## src/sv/rca_pkg.sv

```systemverilog
`timescale 1ns / 1ps
// ----------------------------------------------------------------------------
// Ring chunk allocator package
// Shared widths, constants, status codes and transaction types.
// ----------------------------------------------------------------------------
package rca_pkg;

  localparam int RING_BYTES   = 4096;
  localparam int PREFIX_BYTES = 4;

  localparam int TABLE_DEPTH = RING_BYTES + 1;
  localparam int ADDR_W      = $clog2(TABLE_DEPTH);
  localparam int LEN_W       = 13;
  localparam int REQ_W       = 13;
  localparam int NEED_W      = REQ_W + 1;
  localparam int SUM_W       = ADDR_W + 2;
  localparam int EVICT_W     = 11;
  localparam int GUARD_LIMIT = 2 * RING_BYTES + 8;
  localparam int GUARD_W     = $clog2(GUARD_LIMIT + 1);

  localparam logic ACT_ALLOC = 1'b0;
  localparam logic ACT_FREE  = 1'b1;

  localparam logic [1:0] ST_GRANTED  = 2'd0;
  localparam logic [1:0] ST_REJECTED = 2'd1;
  localparam logic [1:0] ST_FREED    = 2'd2;
  localparam logic [1:0] ST_NOTHING  = 2'd3;

  typedef struct packed {
    logic             action;
    logic [REQ_W-1:0] request_bytes;
  } rca_in_t;

  typedef struct packed {
    logic [1:0]         status;
    logic [ADDR_W-1:0]  payload_offset;
    logic [EVICT_W-1:0] evicted_count;
    logic               is_wrapped;
  } rca_out_t;

  typedef struct packed {
    logic              we;
    logic [ADDR_W-1:0] addr;
    logic [LEN_W-1:0]  data;
  } rca_wr_t;

endpackage

```

## src/sv/rca_obuf.sv

```systemverilog
`timescale 1ns / 1ps
// ----------------------------------------------------------------------------
// Result buffer
// One-entry output register between the sequencer and the result channel.
// ----------------------------------------------------------------------------
module rca_obuf (
  input  logic              clk,
  input  logic              rst,
  input  logic              push,
  input  rca_pkg::rca_out_t push_data,
  output logic              room,
  output logic              out_valid,
  input  logic              out_ready,
  output rca_pkg::rca_out_t out_data
);

  import rca_pkg::*;

  assign room = !out_valid || out_ready;

  always_ff @(posedge clk) begin
    if (rst) begin
      out_valid <= 1'b0;
    end else if (push) begin
      out_valid <= 1'b1;
    end else if (out_ready) begin
      out_valid <= 1'b0;
    end
  end

  always_ff @(posedge clk) begin
    if (push) begin
      out_data <= push_data;
    end
  end

endmodule

```

## config.mk

```make
export PLATFORM = sky130hd
export DESIGN_NAME = rca_obuf
export DESIGN_NICKNAME = d
export VERILOG_FILES = /design/src/sv/rca_pkg.sv /design/src/sv/rca_obuf.sv
export SDC_FILE = /design/constraint.sdc
export NUM_CORES = 1
export LEC_CHECK = 0
export BUFFER_PORTS_ARGS = -buffer_cell sky130_fd_sc_hd__buf_2
export CAP_MARGIN = 20
export CORE_MARGIN = 1.5
export CORE_UTILIZATION = 44
export CTS_BUF_LIST = sky130_fd_sc_hd__clkbuf_8
export DETAILED_ROUTE_END_ITERATION = 16
export PLACE_DENSITY_LB_ADDON = 0.08
export SETUP_SLACK_MARGIN = 0.4
export SLEW_MARGIN = 20
export SYNTH_ARGS = -nofsm -noshare
export SYNTH_HDL_FRONTEND = slang
export SYNTH_SLANG_ARGS = --single-unit
```

## constraint.sdc

```tcl
create_clock -name clk -period 1.5 [get_ports clk]
set_input_delay 0.3 -clock clk [delete_from_list [all_inputs] [get_ports clk]]
set_output_delay 0.3 -clock clk [all_outputs]
set_load 0.1 [all_outputs]
```

==> results of run 1 <==
## layout by cell type (no fill, tap or decap), drive strengths merged
cell,n
dfxtp,1
edfxtp,27
inv,1
clkbuf,3
clkinv,1
nand2b,1
a21oi,1
buf,61
## registers in the layout (all words and copies together), names as in the netlist
name	count
out_valid	1
out_data	27
## cells by family (layout without fill, tap and decap cells)
| group | after synthesis | in the layout | share of synthesized area (%) |
|---|---|---|---|
| AND/OR/NAND/NOR | 1 | 1 | 1.61 |
| AO/OA/AOI/OAI | 1 | 1 | 1.02 |
| buffers and inverters | 1 | 66 | 0.438 |
| flip-flops | 28 | 28 | 96.9 |
## path summary, 6_finish.rpt
path,startpoint,endpoint,slack [ns],cells past startpoint
setup / recovery,out_data[4],out_data[4],0.31,1
hold / removal,rst,out_valid,0.19,2
setup reg to reg,out_valid,out_valid,0.75,3
hold reg to reg,out_valid,out_valid,0.62,3
## what timing repair did
action                                  CTS  global route
endpoints found under the setup margin   29            29
gates resized for setup                  56             2
setup buffers                             1             0
## per-stage QoR
| stage | cell area [um^2] | setup WS [ns] |
|---|---|---|
| 6_report | 1460 | 0.314 |
| 3_5_place_dp | 1220 | 0.427 |
| 5_1_grt | 1460 | 0.298 |
| 2_1_floorplan | 861 | 0.296 |
| 3_3_place_gp | 1220 | 0.445 |
| 4_1_cts | 1450 | 0.322 |
## routing by layer
metal	track usage (%)	up-vias
li1	-	251
met1	14.0	240
met2	25.2	35
met3	3.85	0
met4	3.33	0
met5	0	-
## power breakdown
group	switching, mW	total (mW)	internal, mW
sequential	0.0295	0.954	0.925
clock	0.195	0.377	0.183
combinational	0.495	0.650	0.155
## cell type report
cell class,count,area (um^2),share of cell area [%]
Clock buffer,3,41.3,2.83
Tap cell,25,31.3,2.15
Multi-Input combinational cell,2,22.5,1.55
Inverter,1,3.75,0.258
Timing Repair Buffer,61,520,35.7
Clock inverter,1,3.75,0.258
Sequential cell,28,835,57.3
==> impl_metrics.env, run 1 <==
export IMPL_ys_types=5
export IMPL_fillCellCount=90
export IMPL_rsz0062_at_grt="true"
export IMPL_whs_ns=0.185
export IMPL_power_density_mw_per_mm2=1360
export IMPL_ios=60
export IMPL_startpoint_type="flip-flop"
export IMPL_top_layer="met3"
export IMPL_numPortBuffers=59
export IMPL_antenna_cells=0
export IMPL_grt_overflow=0
export IMPL_hold_violations=0
export IMPL_path_class="flip-flop to output pin"
export IMPL_wl_met3_um=101
export IMPL_cp_max_fo=1
export IMPL_fin_crit_ns=1.19
export IMPL_grt_first_pass_wirelength_mm=1.95
export IMPL_cts_buffers=3
export IMPL_final_layout_size_suffix_gt1_share_pct=69.8
export IMPL_die_h_um=47.1
export IMPL_cts_tree="built"
export IMPL_worstPathArrival_ns=0.89
export IMPL_core_mm2=0.00178
export IMPL_clock_path_buffers=2
export IMPL_synth_nets=62
export IMPL_ys_flop_type="edfxtp_1"
export IMPL_status="finished, final reports clean"
export IMPL_path_clk_slew_ns=0.08
export IMPL_syn_avg_cell_area_um2=27.6
export IMPL_cp_required_ns=1.20
export IMPL_fmax_mhz=843
export IMPL_gp_congestion=0.718
export IMPL_synth_largest_area_cell="edfxtp_1"
export IMPL_vias=526
export IMPL_grt_max_degree=18
export IMPL_ys_warn_count=0
export IMPL_ir_worst_vdd_uv=900
export IMPL_tns_ns=0
export IMPL_hold_buffers=0
export IMPL_routed_wl_mm=1.55
export IMPL_slowest_delay_ns=0.42
export IMPL_final_cells=121
export IMPL_root_buffer="clkbuf_8"
export IMPL_synth_most_common_cell="edfxtp_1"
export IMPL_num_nets_final=128
export IMPL_syn_to_final_growth_pct=70.1
export IMPL_htree_levels=1
export IMPL_rows=15
export IMPL_drc=0
export IMPL_dp_cells=116
export IMPL_vias_per_cell=4.35
export IMPL_antenna_found_initial=0
export IMPL_seq_area_frac_synth_pct=96.9
export IMPL_initial_utilization_pct=48.1
export IMPL_async_flop_share_pct=0
export IMPL_yosys_top_cells_count="edfxtp_1, a21oi_2, dfxtp_1, inv_1, nand2b_4"
export IMPL_wl_met2_um=882
export IMPL_wl_per_cell_um=12.8
export IMPL_grt_use_total_pct=13.2
export IMPL_cap_violations=0
export IMPL_critPathBufInv=1
export IMPL_critPathSlowestCell="edfxtp_1"
export IMPL_syn_inst=31
export IMPL_skew_ns=0
export IMPL_dieArea_mm2=0.00222
export IMPL_ys_seq_elements=28
export IMPL_tightest_slew_ns=0.296
export IMPL_finalCritPeriodShare_pct=79.1
export IMPL_max_slew_margin_pct=80.3
export IMPL_endpoint_kind="output pin"
export IMPL_cts_sinks=28
export IMPL_fin_util_pct=81.8
export IMPL_synthesis_area_um2=857
export IMPL_die_w_um=47.1
export IMPL_insertion_delay_ns=0.26
export IMPL_crit_family="flip-flops"
export IMPL_synth_edf_count=27
export IMPL_setup_viol=0
export IMPL_p_leak_nw=0.625
export IMPL_synth_area_leaders="edfxtp_1, dfxtp_1, nand2b_4, a21oi_2, inv_1"
export IMPL_synth_top_area_share_pct=94.6
export IMPL_drtIter0Drc=4
export IMPL_power_mw=1.98
export IMPL_path_cells="buf_6"
export IMPL_met1Wirelength_um=562
export IMPL_grt_pass1_vias=449
export IMPL_drv_slew=0
export IMPL_hp_class="input port to flip-flop"
export IMPL_antenna_left=0
export IMPL_first_pass_iters=2
(Power assumes the default switching activity.)
==> run 2, diff against run 1 <==
--- a/config.mk
+++ b/config.mk
@@ -5,10 +5,11 @@
 export SDC_FILE = /design/constraint.sdc
 export NUM_CORES = 1
 export LEC_CHECK = 0
+export ABC_AREA = 1
 export BUFFER_PORTS_ARGS = -buffer_cell sky130_fd_sc_hd__buf_2
 export CAP_MARGIN = 20
 export CORE_MARGIN = 1.5
-export CORE_UTILIZATION = 44
+export CORE_UTILIZATION = 41
 export CTS_BUF_LIST = sky130_fd_sc_hd__clkbuf_8
 export DETAILED_ROUTE_END_ITERATION = 16
 export PLACE_DENSITY_LB_ADDON = 0.08
==> constraint.sdc (replaced) <==
create_clock -name clk -period 1.15 [get_ports clk]
set_input_delay 0.23 -clock clk [delete_from_list [all_inputs] [get_ports clk]]
set_output_delay 0.23 -clock clk [all_outputs]
set_load 0.1 [all_outputs]
==> impl_metrics.env, run 2 <==
export IMPL_initial_utilization_pct=43.5
export IMPL_insertion_delay_ns=0.26
export IMPL_cp_max_fo=1
export IMPL_path_class="flip-flop to output pin"
export IMPL_rows=16
export IMPL_syn_to_final_growth_pct=101
export IMPL_max_slew_margin_pct=86.4
export IMPL_synth_largest_area_cell="edfxtp_1"
export IMPL_ir_worst_vdd_uv=1160
export IMPL_seq_area_frac_synth_pct=97.4
export IMPL_ys_seq_elements=28
export IMPL_htree_levels=1
export IMPL_vias=560
export IMPL_syn_avg_cell_area_um2=26.7
export IMPL_hold_violations=0
export IMPL_ys_warn_count=0
export IMPL_wl_per_cell_um=16.8
export IMPL_core_mm2=0.00196
export IMPL_drc=0
export IMPL_die_h_um=48.6
export IMPL_numPortBuffers=59
export IMPL_root_buffer="clkbuf_8"
export IMPL_final_layout_size_suffix_gt1_share_pct=69.7
export IMPL_cts_sinks=28
export IMPL_path_clk_slew_ns=0.09
export IMPL_startpoint_type="flip-flop"
export IMPL_layout_common_cells="buf_2, buf_12, edfxtp_1"
export IMPL_tightest_slew_ns=0.204
export IMPL_critPathBufInv=1
export IMPL_power_density_mw_per_mm2=1620
export IMPL_endpoint_kind="output pin"
export IMPL_path_cells="buf_12"
export IMPL_die_w_um=48.6
export IMPL_syn_inst=32
export IMPL_critPathSlowestCell="edfxtp_1"
export IMPL_async_flop_share_pct=0
export IMPL_vias_per_cell=4.44
export IMPL_regToRegSetupSlack_ns=0.32
export IMPL_reg_largest_list="out_data: 27 flops, out_valid: 1 flops"
export IMPL_whs_ns=0.108
export IMPL_synth_edf_count=27
export IMPL_setup_viol=0
export IMPL_synthesis_area_um2=853
export IMPL_grt_pass1_vias=585
export IMPL_cts_tree="built"
export IMPL_synth_nets=63
export IMPL_antenna_left=0
export IMPL_antenna_cells=0
export IMPL_hp_class="input port to flip-flop"
export IMPL_cap_violations=0
export IMPL_grt_use_total_pct=16.1
export IMPL_final_common_cell="buf_2"
export IMPL_fmax_mhz=877
export IMPL_status="finished, final reports clean"
export IMPL_yosys_top_cells_count="edfxtp_1, inv_1, a21oi_2, dfxtp_1, nand2_2"
export IMPL_p_leak_nw=0.729
export IMPL_antenna_found_initial=0
export IMPL_synth_area_leaders="edfxtp_1, dfxtp_1, a21oi_2, inv_1, nand2_2"
export IMPL_final_cell_area_mm2=0.00172
export IMPL_ys_flop_type="edfxtp_1"
export IMPL_first_pass_iters=3
export IMPL_grt_overflow=0
export IMPL_drv_slew=0
export IMPL_drtIter0Drc=2
export IMPL_slowest_delay_ns=0.45
export IMPL_fin_crit_ns=1.14
export IMPL_grt_first_pass_wirelength_mm=2.67
export IMPL_worstPathArrival_ns=0.91
export IMPL_crit_family="flip-flops"
export IMPL_rsz0062_at_grt="true"
export IMPL_finalCritPeriodShare_pct=99.2
export IMPL_cts_buffers=3
export IMPL_dpl_cell_area_mm2=0.00165
export IMPL_ios=60
export IMPL_skew_ns=0
export IMPL_routed_wl_mm=2.12
export IMPL_gp_congestion=0.718
export IMPL_largest_register="out_data"
export IMPL_synth_top_area_share_pct=95.0
export IMPL_fillCellCount=85
export IMPL_num_nets_final=131
export IMPL_synth_most_common_cell="edfxtp_1"
export IMPL_ys_types=5
export IMPL_hold_buffers=0
export IMPL_dieArea_mm2=0.00236
export IMPL_cp_required_ns=0.92
export IMPL_hpwl_mm=1.37
export IMPL_grt_max_degree=16
export IMPL_largest_reg_flops=27
export IMPL_clock_path_buffers=2
==> run 2: cell count changes after synthesis, sizes merged <==
cell / previous run / this run
nand2b: 1 / 0
nand2: 0 / 1
inv: 1 / 2
==> run 2: power breakdown <==
| part | switching [mW] | total, mW | internal [mW] |
|---|---|---|---|
| clock network | 0.274 | 0.512 | 0.239 |
| registers | 0.0708 | 1.28 | 1.21 |
| logic | 0.655 | 0.996 | 0.341 |
==> run 2: final timing paths <==
check	startpoint	end	cells past startpoint
worst min register to register	out_valid	out_valid	4
worst max-delay path	out_data[4]	out_data[4]	1
worst max register to register	out_valid	out_valid	4
worst min-delay path	rst	out_valid	2
==> run 2: per-layer routing <==
metal  global-route usage [%]  vias up  part of all wire (%)
met4                     11.0        0                   3.1
li1                         -      257                     -
met1                     15.0      258                    32
met2                     27.9       39                    57
met5                        0        -                     0
met3                     7.10        6                   7.6
==> run 2: final cells by class <==
cell class                      count  area (um^2)  share of cell area (%)
Sequential cell                    28          835                    48.6
Timing Repair Buffer               63          768                    44.7
Clock inverter                      1         3.75                   0.218
Clock buffer                        3         41.3                    2.40
Inverter                            2         7.51                   0.437
Tap cell                           27         33.8                    1.97
Multi-Input combinational cell      2         28.8                    1.68
==> run 2: what timing repair did <==
action / 4_1_cts / 5_1_grt
buffers inserted: 1 / 1
endpoints found under the hold margin: 0 / 0
pin swaps: 1 / 1
setup endpoints to repair: 29 / 30
resized for setup: 0 / 2
==> run 2: stage by stage <==
step / utilization [%] / instances / setup TNS, ns / power, mW / setup WS (ns)
after floorplan: - / 32 / 0 / 1.85 / 0.0160
after global placement: 84.1 / 120 / 0 / 2.27 / 0.237
after detailed placement: 84.1 / 120 / 0 / 2.29 / 0.234
after CTS: 86.8 / 125 / 0 / 2.80 / 0.0127
after global routing: 87.6 / 126 / -0.0493 / 2.86 / -0.0188
final: 87.6 / 126 / 0 / 2.79 / 0.00944
==> run 2: cell families (layout without fill, tap and decap cells) <==
| group | count (synthesis) | in the layout | share of synthesized area (%) |
|---|---|---|---|
| AOI/OAI and AO/OA | 1 | 1 | 1.03 |
| buffers and inverters | 2 | 69 | 0.880 |
| and+or+nand+nor | 1 | 1 | 0.734 |
| DFF | 28 | 28 | 97.4 |
