`config.mk`:
```
export PLATFORM = sky130hd
export DESIGN_NAME = rca_ctrl
export DESIGN_NICKNAME = d
export VERILOG_FILES = /design/src/sv/rca_pkg.sv /design/src/sv/rca_ctrl.sv
export SDC_FILE = /design/constraint.sdc
export NUM_CORES = 1
export LEC_CHECK = 0
export CORE_ASPECT_RATIO = 0.8
export CORE_UTILIZATION = 60
export CTS_BUF_LIST = sky130_fd_sc_hd__clkbuf_4 sky130_fd_sc_hd__clkbuf_8
export CTS_CLUSTER_DIAMETER = 50
export CTS_CLUSTER_SIZE = 10
export DETAILED_ROUTE_END_ITERATION = 10
export DONT_BUFFER_PORTS = 1
export PLACE_DENSITY = 0.76
export SLEW_MARGIN = 20
export SYNTH_ARGS = -nofsm -noshare
export SYNTH_HDL_FRONTEND = slang
export SYNTH_SLANG_ARGS = --single-unit
export TNS_END_PERCENT = 20
```
`constraint.sdc`:
```
create_clock -name clk -period 4.8 [get_ports clk]
set_input_delay 0.24 -clock clk [delete_from_list [all_inputs] [get_ports clk]]
set_output_delay 0.24 -clock clk [all_outputs]
set_load 0.02 [all_outputs]
```
`src/sv/rca_pkg.sv`:
```
`timescale 1ns / 1ps
// ----------------------------------------------------------------------------
// Ring chunk allocator package
// Shared widths, constants, status codes and transaction types.
// ----------------------------------------------------------------------------
package rca_pkg;

  localparam int RING_BYTES   = 4096;
  localparam int PREFIX_BYTES = 4;

  localparam int TABLE_DEPTH = RING_BYTES + 1;
  localparam int ADDR_W      = $clog2(TABLE_DEPTH);
  localparam int LEN_W       = 13;
  localparam int REQ_W       = 13;
  localparam int NEED_W      = REQ_W + 1;
  localparam int SUM_W       = ADDR_W + 2;
  localparam int EVICT_W     = 11;
  localparam int GUARD_LIMIT = 2 * RING_BYTES + 8;
  localparam int GUARD_W     = $clog2(GUARD_LIMIT + 1);

  localparam logic ACT_ALLOC = 1'b0;
  localparam logic ACT_FREE  = 1'b1;

  localparam logic [1:0] ST_GRANTED  = 2'd0;
  localparam logic [1:0] ST_REJECTED = 2'd1;
  localparam logic [1:0] ST_FREED    = 2'd2;
  localparam logic [1:0] ST_NOTHING  = 2'd3;

  typedef struct packed {
    logic             action;
    logic [REQ_W-1:0] request_bytes;
  } rca_in_t;

  typedef struct packed {
    logic [1:0]         status;
    logic [ADDR_W-1:0]  payload_offset;
    logic [EVICT_W-1:0] evicted_count;
    logic               is_wrapped;
  } rca_out_t;

  typedef struct packed {
    logic              we;
    logic [ADDR_W-1:0] addr;
    logic [LEN_W-1:0]  data;
  } rca_wr_t;

endpackage

```
`src/sv/rca_ctrl.sv`:
```
`timescale 1ns / 1ps
// ----------------------------------------------------------------------------
// Allocator sequencer
// Holds head, tail and wrap state and walks the length table through
// read-modify-write steps for allocate, evict and free transactions.
// ----------------------------------------------------------------------------
module rca_ctrl (
  input  logic                       clk,
  input  logic                       rst,
  input  logic                       cfg_we,
  input  logic [rca_pkg::ADDR_W-1:0] cfg_wdata,
  input  logic                       in_valid,
  output logic                       in_ready,
  input  rca_pkg::rca_in_t           in_data,
  output logic                       res_push,
  output rca_pkg::rca_out_t          res_data,
  input  logic                       res_room,
  output rca_pkg::rca_wr_t           mem_wr,
  output logic [rca_pkg::ADDR_W-1:0] mem_raddr,
  input  logic [rca_pkg::LEN_W-1:0]  mem_rdata
);

  import rca_pkg::*;

  typedef enum logic [2:0] {
    S_CLEAR,
    S_IDLE,
    S_DECIDE,
    S_ITER,
    S_REL_RD,
    S_REL_CHK,
    S_PLACE,
    S_FINISH
  } state_t;

  localparam logic [ADDR_W-1:0]  RING_A     = ADDR_W'(RING_BYTES);
  localparam logic [ADDR_W-1:0]  CLEAR_LAST = ADDR_W'(TABLE_DEPTH - 1);
  localparam logic [GUARD_W-1:0] GUARD_END  = GUARD_W'(GUARD_LIMIT);

  state_t              state;
  logic [ADDR_W-1:0]   ring_size;
  logic [ADDR_W-1:0]   head;
  logic [ADDR_W-1:0]   tail;
  logic                wrap;
  logic [ADDR_W-1:0]   clr_addr;
  logic                place_pending;
  logic                action;
  logic [REQ_W-1:0]    req;
  logic [GUARD_W-1:0]  guard;
  logic [EVICT_W-1:0]  evicted;
  logic [1:0]          res_status;
  logic [ADDR_W-1:0]   res_offset;

  logic [ADDR_W-1:0]   size_eff;
  logic [NEED_W-1:0]   need;
  logic [SUM_W-1:0]    tail_need;
  logic [SUM_W-1:0]    head_adv;
  logic [ADDR_W-1:0]   head_clamped;
  logic                rejected;
  logic                gap_ok;
  logic                over_end;
  logic                guard_done;
  logic                iter_fits;
  logic                iter_marker;
  logic                rel_wrap;
  logic                rel_ok;

  always_comb begin
    size_eff     = (ring_size > RING_A) ? RING_A : ring_size;
    need         = {1'b0, req} + NEED_W'(PREFIX_BYTES);
    tail_need    = {2'b00, tail} + {1'b0, need};
    head_adv     = {2'b00, head} + SUM_W'(PREFIX_BYTES) + {2'b00, mem_rdata};
    head_clamped = (head_adv > SUM_W'(RING_BYTES)) ? RING_A : head_adv[ADDR_W-1:0];
    rejected     = (req == '0) || (need > {1'b0, size_eff});
    gap_ok       = (head >= tail) && ({1'b0, head - tail} >= need);
    over_end     = tail_need > {2'b00, size_eff};
    guard_done   = guard == GUARD_END;
    if (wrap) begin
      iter_fits = gap_ok;
    end else if (over_end) begin
      iter_fits = {1'b0, head} >= need;
    end else begin
      iter_fits = 1'b1;
    end
    iter_marker = !guard_done && !wrap && over_end;
    rel_wrap    = wrap && (mem_rdata == '0);
    rel_ok      = !rel_wrap && (mem_rdata != '0);
  end

  always_comb begin
    mem_wr = '0;
    unique case (state)
      S_CLEAR: begin
        mem_wr.we   = 1'b1;
        mem_wr.addr = clr_addr;
      end
      S_ITER: begin
        mem_wr.we   = iter_marker;
        mem_wr.addr = tail;
      end
      S_REL_CHK: begin
        mem_wr.we   = rel_ok;
        mem_wr.addr = head;
      end
      S_PLACE: begin
        mem_wr.we   = 1'b1;
        mem_wr.addr = tail;
        mem_wr.data = req;
      end
      default: begin
        mem_wr = '0;
      end
    endcase
  end

  assign mem_raddr = (state == S_REL_RD) ? head : '0;
  assign in_ready  = state == S_IDLE;
  assign res_push  = (state == S_FINISH) && res_room;

  always_comb begin
    res_data.status         = res_status;
    res_data.payload_offset = res_offset;
    res_data.evicted_count  = evicted;
    res_data.is_wrapped     = wrap;
  end

  always_ff @(posedge clk) begin
    if (rst) begin
      state         <= S_CLEAR;
      ring_size     <= RING_A;
      head          <= '0;
      tail          <= '0;
      wrap          <= 1'b0;
      clr_addr      <= '0;
      place_pending <= 1'b0;
    end else if (cfg_we) begin
      state         <= S_CLEAR;
      ring_size     <= cfg_wdata;
      head          <= '0;
      tail          <= '0;
      wrap          <= 1'b0;
      clr_addr      <= '0;
      place_pending <= 1'b0;
    end else begin
      unique case (state)
        S_CLEAR: begin
          clr_addr <= clr_addr + 1'b1;
          if (clr_addr == CLEAR_LAST) begin
            state         <= place_pending ? S_PLACE : S_IDLE;
            place_pending <= 1'b0;
          end
        end
        S_IDLE: begin
          if (in_valid) begin
            action  <= in_data.action;
            req     <= in_data.request_bytes;
            guard   <= '0;
            evicted <= '0;
            state   <= S_DECIDE;
          end
        end
        S_DECIDE: begin
          res_offset <= '0;
          if (action == ACT_FREE) begin
            state <= S_REL_RD;
          end else if (rejected) begin
            res_status <= ST_REJECTED;
            state      <= S_FINISH;
          end else begin
            state <= S_ITER;
          end
        end
        S_ITER: begin
          if (guard_done) begin
            head          <= '0;
            tail          <= '0;
            wrap          <= 1'b0;
            clr_addr      <= '0;
            place_pending <= 1'b1;
            state         <= S_CLEAR;
          end else begin
            guard <= guard + 1'b1;
            if (iter_marker) begin
              tail <= '0;
              wrap <= 1'b1;
            end
            state <= iter_fits ? S_PLACE : S_REL_RD;
          end
        end
        S_REL_RD: begin
          state <= S_REL_CHK;
        end
        S_REL_CHK: begin
          if (rel_wrap) begin
            head <= '0;
            wrap <= 1'b0;
          end else if (action == ACT_FREE) begin
            if (rel_ok) begin
              head <= head_clamped;
            end
            res_status <= rel_ok ? ST_FREED : ST_NOTHING;
            state      <= S_FINISH;
          end else begin
            if (rel_ok) begin
              head    <= head_clamped;
              evicted <= evicted + 1'b1;
            end
            state <= S_ITER;
          end
        end
        S_PLACE: begin
          tail       <= tail_need[ADDR_W-1:0];
          res_offset <= tail + ADDR_W'(PREFIX_BYTES);
          res_status <= ST_GRANTED;
          state      <= S_FINISH;
        end
        S_FINISH: begin
          if (res_room) begin
            state <= S_IDLE;
          end
        end
        default: begin
          state <= S_IDLE;
        end
      endcase
    end
  end

endmodule

```
==> flow_summary.json, run 1 <==
{
  "async_reset_ff_frac": 0,
  "ys_top_cells_by_area": "edfxtp_1 19%, ha_1 16%, dfxtp_1 13%",
  "clk_pin_slew_worst_paths_ns": 0.12,
  "dpl.hpwl_um": 19100,
  "design_area_mm2": 0.00968,
  "slowest_stage": "edfxtp_1",
  "leakagePower_uw": 0.00394,
  "clock_latency_ns": 0.41,
  "synth-seq-area-share": 0.317,
  "synth-edff-count": 54,
  "grt_overflow_total": 0,
  "synth_seq_cells": 111,
  "antenna_found_initial": 0,
  "layout.area.seq_mm2": 0.00276,
  "status": "finished clean",
  "synth_cell_types": 75,
  "wl_um": 25000,
  "start_util": 0.612,
  "final-setup-viol-count": 0,
  "drt_iter0_markers": 817,
  "crit_type": "register to output port",
  "cts_buffers": 9,
  "yosysTopAreaCell": "edfxtp_1",
  "grt_pass1_wl_um": 37800,
  "port_buffers": 0,
  "place_congestion": 1.01,
  "power.density_mw_per_mm2": 172,
  "period_needed_ns": 4.62,
  "drive_above_1_share": 0.0797,
  "hold_viol": 0,
  "layout_commonest_cell": "nor2_1",
  "cp-start-kind": "register",
  "drc": 0,
  "max_cap_violations": 0,
  "first_global_vias": 7043,
  "crit_path_frequent_cell": "ha_4",
  "fillers": 1222,
  "ys_warn_count": 0,
  "num-nets-final": 1199,
  "core_mm2": 0.0142,
  "cp_cell_sequence": "inv_2 > ha_4 > ha_4 > o21ai_0 > nor2_1 > o41a_1 > a41o_1 > o41ai_2 > xnor2_1 > ha_1 > nor3_1 > or3_1 > a31oi_1 > o21ai_2 > o22ai_4 > nor2_4 > nand3_4",
  "dpl_cell_area_mm2": 0.00894,
  "ir_worst_vdd_mv": 0.151,
  "cp_top_family": "compound AO/OA/AOI/OAI gates",
  "critical_path.max_fanout": 5,
  "netlist_area_mm2": 0.00872,
  "dp.cells": 1164,
  "max_stage_delay_ns": 0.49,
  "cts.sink_count": 111,
  "final_cells": 1226,
  "path_buf_inv": 1,
  "vias": 7666,
  "chipHeight_um": 110,
  "critPathRequiredTime_ns": 4.56,
  "fin_skew_ns": 0.0171,
  "multi_input_area_mm2": 0.00568,
  "end_kind": "output port",
  "h-tree-depth": 3,
  "clock_tree.buffer_depth": 2,
  "max_freq_mhz": 217,
  "syn_avg_cell_area_um2": 8.75,
  "synth-main-ff-cell": "dfxtp_1",
  "via_per_inst": 6.25,
  "dr.pass1.iters": 5,
  "diodes": 0,
  "period_share": 0.962,
  "cts_tree": "done",
  "track_usage": 0.336,
  "wire_per_inst_um": 20.4,
  "worstPathArrival_ns": 4.38,
  "die_width_um": 137,
  "slew_viol_final": 0,
  "synth_nets": 1158,
  "syn_to_final_growth_pct": 11.0,
  "syn_inst": 996,
  "hp-class": "input pin to register",
  "rows": 39,
  "grt_max_degree": 34,
  "final_cell_mix": "118 x nor2_1, 111 x ha_1, 82 x nand2_1",
  "fin_util": 0.679,
  "die-area_mm2": 0.0150,
  "clockRootBuffer": "clkbuf_8",
  "io_pins": 114,
  "synth_top_area_frac": 0.186,
  "relSlewSlack": 0.256,
  "tightest_slew_ns": 1.11,
  "final_antenna_net_count": 0
}
-- synthesized netlist by cell type (4+ instances only) --
| cell type | count |
|---|---|
| nor2b_1 | 9 |
| inv_1 | 60 |
| a22o_1 | 11 |
| xor2_1 | 33 |
| nor3_1 | 16 |
| a21o_1 | 8 |
| a31oi_1 | 9 |
| clkbuf_1 | 29 |
| and2_1 | 16 |
| o21ai_0 | 49 |
| a21oi_1 | 39 |
| a22oi_1 | 12 |
| o31a_1 | 4 |
| o31ai_1 | 4 |
| nand2_1 | 82 |
| a211oi_1 | 6 |
| and4_1 | 6 |
| nor4_1 | 11 |
| nand4_1 | 16 |
| nor2_1 | 119 |
| edfxtp_1 | 54 |
| nand3_1 | 37 |
| xnor2_1 | 41 |
| o21a_1 | 13 |
| o211ai_1 | 8 |
| mux2i_1 | 16 |
| nand2b_1 | 12 |
| or3_1 | 6 |
| o21bai_1 | 5 |
| and3_1 | 22 |
| ha_1 | 114 |
| dfxtp_1 | 57 |
| o2111ai_1 | 4 |
-- logic make-up (layout without fill, tap and decap cells) --
group                      after synthesis  in the layout  synth area share
and+or+nand+nor                        378            378             0.216
AOI/OAI and AO/OA                      204            204             0.159
adders and majority gates              117            117             0.170
DFF                                    111            111             0.317
buffers and inverters                   96            142            0.0455
xor gates and xnor gates                74             74            0.0743
muxes                                   16             16            0.0184
-- metrics by stage --
step | setup TNS [ns] | setup WS [ns] | hold slack [ns] | power [uW]
floorplan | 0 | 0.677 | 0.312 | 1080
global placement | 0 | 0.369 | 0.313 | 1090
detailed placement | 0 | 0.246 | 0.315 | 1090
CTS | 0 | 0.00300 | 0.00183 | 1660
global route | -0.00120 | -0.00120 | 0.00216 | 1720
finish | 0 | 0.184 | 0.00309 | 1670
-- repair_timing --
action                                 CTS  global route
setup endpoints to repair                1             1
hold buffers                            34             1
resized for setup                        5            15
setup buffers                            0            12
endpoints found under the hold margin   27             1
pin swaps                                0             8
-- state kept, by name, summed over array words and instances (netlist names) --
signal         flops
action             1
clr_addr          13
evicted           11
guard             14
head              13
place_pending      1
req               13
res_offset        13
res_status         2
ring_size         13
state              3
tail              13
wrap               1
-- worst register-to-register path, stage by stage (launching register included) --
cell and delay, ns:
edfxtp_1 0.47, ha_2 0.30, nand3_1 0.11, xnor2_1 0.16
ha_1 0.39, o21a_1 0.15, nor2_1 0.04, a21oi_2 0.23
a41oi_2 0.19, o21bai_1 0.18, xor2_1 0.22, ha_1 0.29
a211o_1 0.30, a221o_1 0.29, o21ai_2 0.27, o22ai_4 0.13
buf_4 0.16, nor4_4 0.26, buf_12 0.18, a22o_2 0.13
-- cell type report --
type	instances	area share
clock inverters	5	0.00401
flip-flops and latches	111	0.285
inverters	60	0.0233
clock buffers	11	0.0150
multi-input cells	789	0.587
repair buffers	66	0.0615
well taps	184	0.0238
-- path summary, 6_finish.rpt --
path	startpoint	endpoint	slack, ns	depth (start not counted)
hold reg to reg	place_pending	place_pending	0.52	2
setup reg to reg	req[3]	tail[1]	0.29	19
setup / recovery	req[3]	mem_wr[26]	0.18	17
hold / removal	cfg_we	ring_size[6]	0.003	2
-- power breakdown --
part | total (uW) | switching, uW | internal [uW]
Sequential | 997 | 5.26 | 992
Clock | 562 | 348 | 214
Combinational | 106 | 52.5 | 53.9
Total | 1670 | 406 | 1260
-- routing by layer --
| metal | share of wire | track usage |
|---|---|---|
| met1 | 0.47 | 0.481 |
| met2 | 0.43 | 0.496 |
| met3 | 0.091 | 0.0954 |
| met4 | 0.018 | 0.0824 |
| met5 | 0 | 0 |
Note: power is estimated with default switching activity, not from simulation.
==> run 2: changes to the inputs <==
--- a/config.mk
+++ b/config.mk
@@ -6,6 +6,7 @@
 export NUM_CORES = 1
 export LEC_CHECK = 0
 export CORE_ASPECT_RATIO = 0.8
+export CORE_MARGIN = 2
 export CORE_UTILIZATION = 60
 export CTS_BUF_LIST = sky130_fd_sc_hd__clkbuf_4 sky130_fd_sc_hd__clkbuf_8
 export CTS_CLUSTER_DIAMETER = 50
==> constraint.sdc (replaced) <==
create_clock -name clk -period 4.8 [get_ports clk]
set_input_delay 0.48 -clock clk [delete_from_list [all_inputs] [get_ports clk]]
set_output_delay 0.48 -clock clk [all_outputs]
set_load 0.02 [all_outputs]
==> run 2 against run 1 <==
The flow now finishes with violations (negative setup slack). Highest routed layer unchanged. Worst hold slack improved by 0.12 ns. Combinational power decreased by 27%. Largest cell class unchanged. Design area decreased by 2.2%. Critical endpoint unchanged. Maximum frequency decreased by 7.8%. Critical path depth increased by 1.
==> flow_summary.json, run 2 (synthesized netlist as in run 1, its figures left out) <==
{
  "via_per_inst": 6.33,
  "fin_skew_ns": 0.0135,
  "cts_tree": "done",
  "slew_viol_final": 0,
  "io_pins": 114,
  "hp-class": "input pin to register",
  "worstRegToRegCells": 19,
  "dr.pass1.iters": 5,
  "max_freq_mhz": 200,
  "period_needed_ns": 5.01,
  "drt_iter0_markers": 848,
  "drive_above_1_share": 0.101,
  "final-setup-viol-count": 1,
  "hp-start": "rst",
  "worstSetupEndpoint": "mem_wr[26]",
  "fillers": 1226,
  "chipHeight_um": 112,
  "worst_hold_slack_ns": 0.128,
  "worstPathArrival_ns": 4.53,
  "intPower_uw": 1280,
  "clock_tree.buffer_depth": 2,
  "crit_type": "register to output port",
  "h-tree-depth": 3,
  "clockRootBuffer": "clkbuf_8",
  "cts_buffers": 9,
  "switchingPower_uw": 413,
  "final_cell_mix": "117 x nor2_1, 109 x ha_1, 82 x nand2_1",
  "crit_start": "req[3]",
  "final_antenna_net_count": 0,
  "wl_um": 24800,
  "cts.sink_count": 111,
  "die-area_mm2": 0.0155,
  "grt_setup_unrepaired": "true",
  "hold_viol": 0,
  "combinationalPowerShare": 0.046,
  "grt_overflow_total": 0,
  "clock_latency_ns": 0.41,
  "power.density_mw_per_mm2": 179,
  "track_usage": 0.314,
  "p_seq_frac": 0.588,
  "critical_path.max_fanout": 5,
  "place_congestion": 0.973,
  "period_share": 1.04,
  "clk_pin_slew_worst_paths_ns": 0.11,
  "status": "finished, violations left",
  "violations": "negative setup slack",
  "dpl.hpwl_um": 19100,
  "max_cap_violations": 0,
  "layout_commonest_cell": "nor2_1",
  "r2r-start": "req[3]",
  "cp-start-kind": "register",
  "port_buffers": 0,
  "first_global_vias": 7018,
  "cts.hold.buffers_added": 0,
  "rows": 39,
  "tightest_slew_ns": 1.09,
  "leakagePower_uw": 0.00387,
  "drc": 0,
  "diodes": 0,
  "start_util": 0.612,
  "rrSetupSlack_ns": 0.25,
  "end_kind": "output port",
  "grt_pass1_wl_um": 38100,
  "antenna_found_initial": 0,
  "wire_per_inst_um": 20.6,
  "vias": 7638,
  "num-nets-final": 1180,
  "finalSetupTns_ns": -0.209,
  "critPathRequiredTime_ns": 4.32,
  "largest_reg_flops": 14,
  "pwr-share-clk": 0.366,
  "ir_worst_vdd_mv": 0.154,
  "p_sw_frac": 0.244,
  "regMostFlops": "guard",
  "relSlewSlack": 0.274,
  "postLayoutSetupSlackWorst_ns": -0.209,
  "grt_max_degree": 35,
  "r2r-end": "tail[0]",
  "die_width_um": 139,
  "core_mm2": 0.0142,
  "syn_to_final_growth_pct": 8.52
}
==> run 2: how the worst min path moves through the flow <==
stage	to	cells past startpoint
after floorplan	ring_size[0]	2
after global placement	ring_size[11]	2
after detailed placement	place_pending	2
after CTS	ring_size[7]	1
after global routing	ring_size[7]	1
final	ring_size[7]	1
==> run 2: worst max-delay path, stage by stage, from the launching register on <==
cell and delay [ns]:
edfxtp_1 0.55, inv_2 0.14, ha_4 0.22, ha_4 0.23, o21ai_2 0.07, nor2_2 0.07
o41a_1 0.47, a41o_1 0.30, o41ai_2 0.39, xnor2_1 0.18, ha_1 0.33, nor3_1 0.05
or3_1 0.32, a31oi_1 0.19, o21ai_2 0.11, o22ai_2 0.21, nor2_2 0.06, nand3_1 0.11
buf_6 0.13
==> run 2: power groups by stage <==
| stage | logic [uW] | registers, uW | clock network, uW |
|---|---|---|---|
| 2_1_floorplan | 62.9 | 1020 | 0 |
| 3_3_place_gp | 73.4 | 1020 | 0 |
| 3_5_place_dp | 75.2 | 1020 | 0 |
| 4_1_cts | 76.1 | 997 | 624 |
| 5_1_grt | 86.7 | 998 | 662 |
| 6_report | 77.7 | 997 | 620 |
==> run 2: area by class of cell <==
cell class,count,area [um^2],share of cell area
multi-input combinational,789,5670,0.600
sequential,111,2760,0.292
timing repair buffer,47,360,0.0381
tap,184,230,0.0243
inverter,60,225,0.0238
clock buffer,10,131,0.0139
clock inverter,6,77.6,0.00820
==> run 2: what timing repair did <==
action	4_1_cts	5_1_grt
setup buffers	9	9
gates resized for setup	11	15
pin swaps	10	14
setup endpoints to repair	1	1
==> run 2: through the flow <==
stage	power (uW)	area [um^2]	worst slack (ns)	utilization	std cells
after global routing	1750	9460	-0.351	0.664	1207
after global placement	1090	9000	0.104	0.631	1173
after CTS	1700	9320	0.0109	0.654	1198
after detailed placement	1090	9000	0.00378	0.631	1173
final	1700	9460	-0.209	0.664	1207
after floorplan	1080	8720	0.504	-	996
==> run 2: layer usage <==
layer	track usage	routed length, um	vias to the layer above
met4	0.0949	598	0
li1	-	-	3653
met5	0	0	-
met3	0.0955	2570	50
met1	0.448	11100	3577
met2	0.458	10500	358
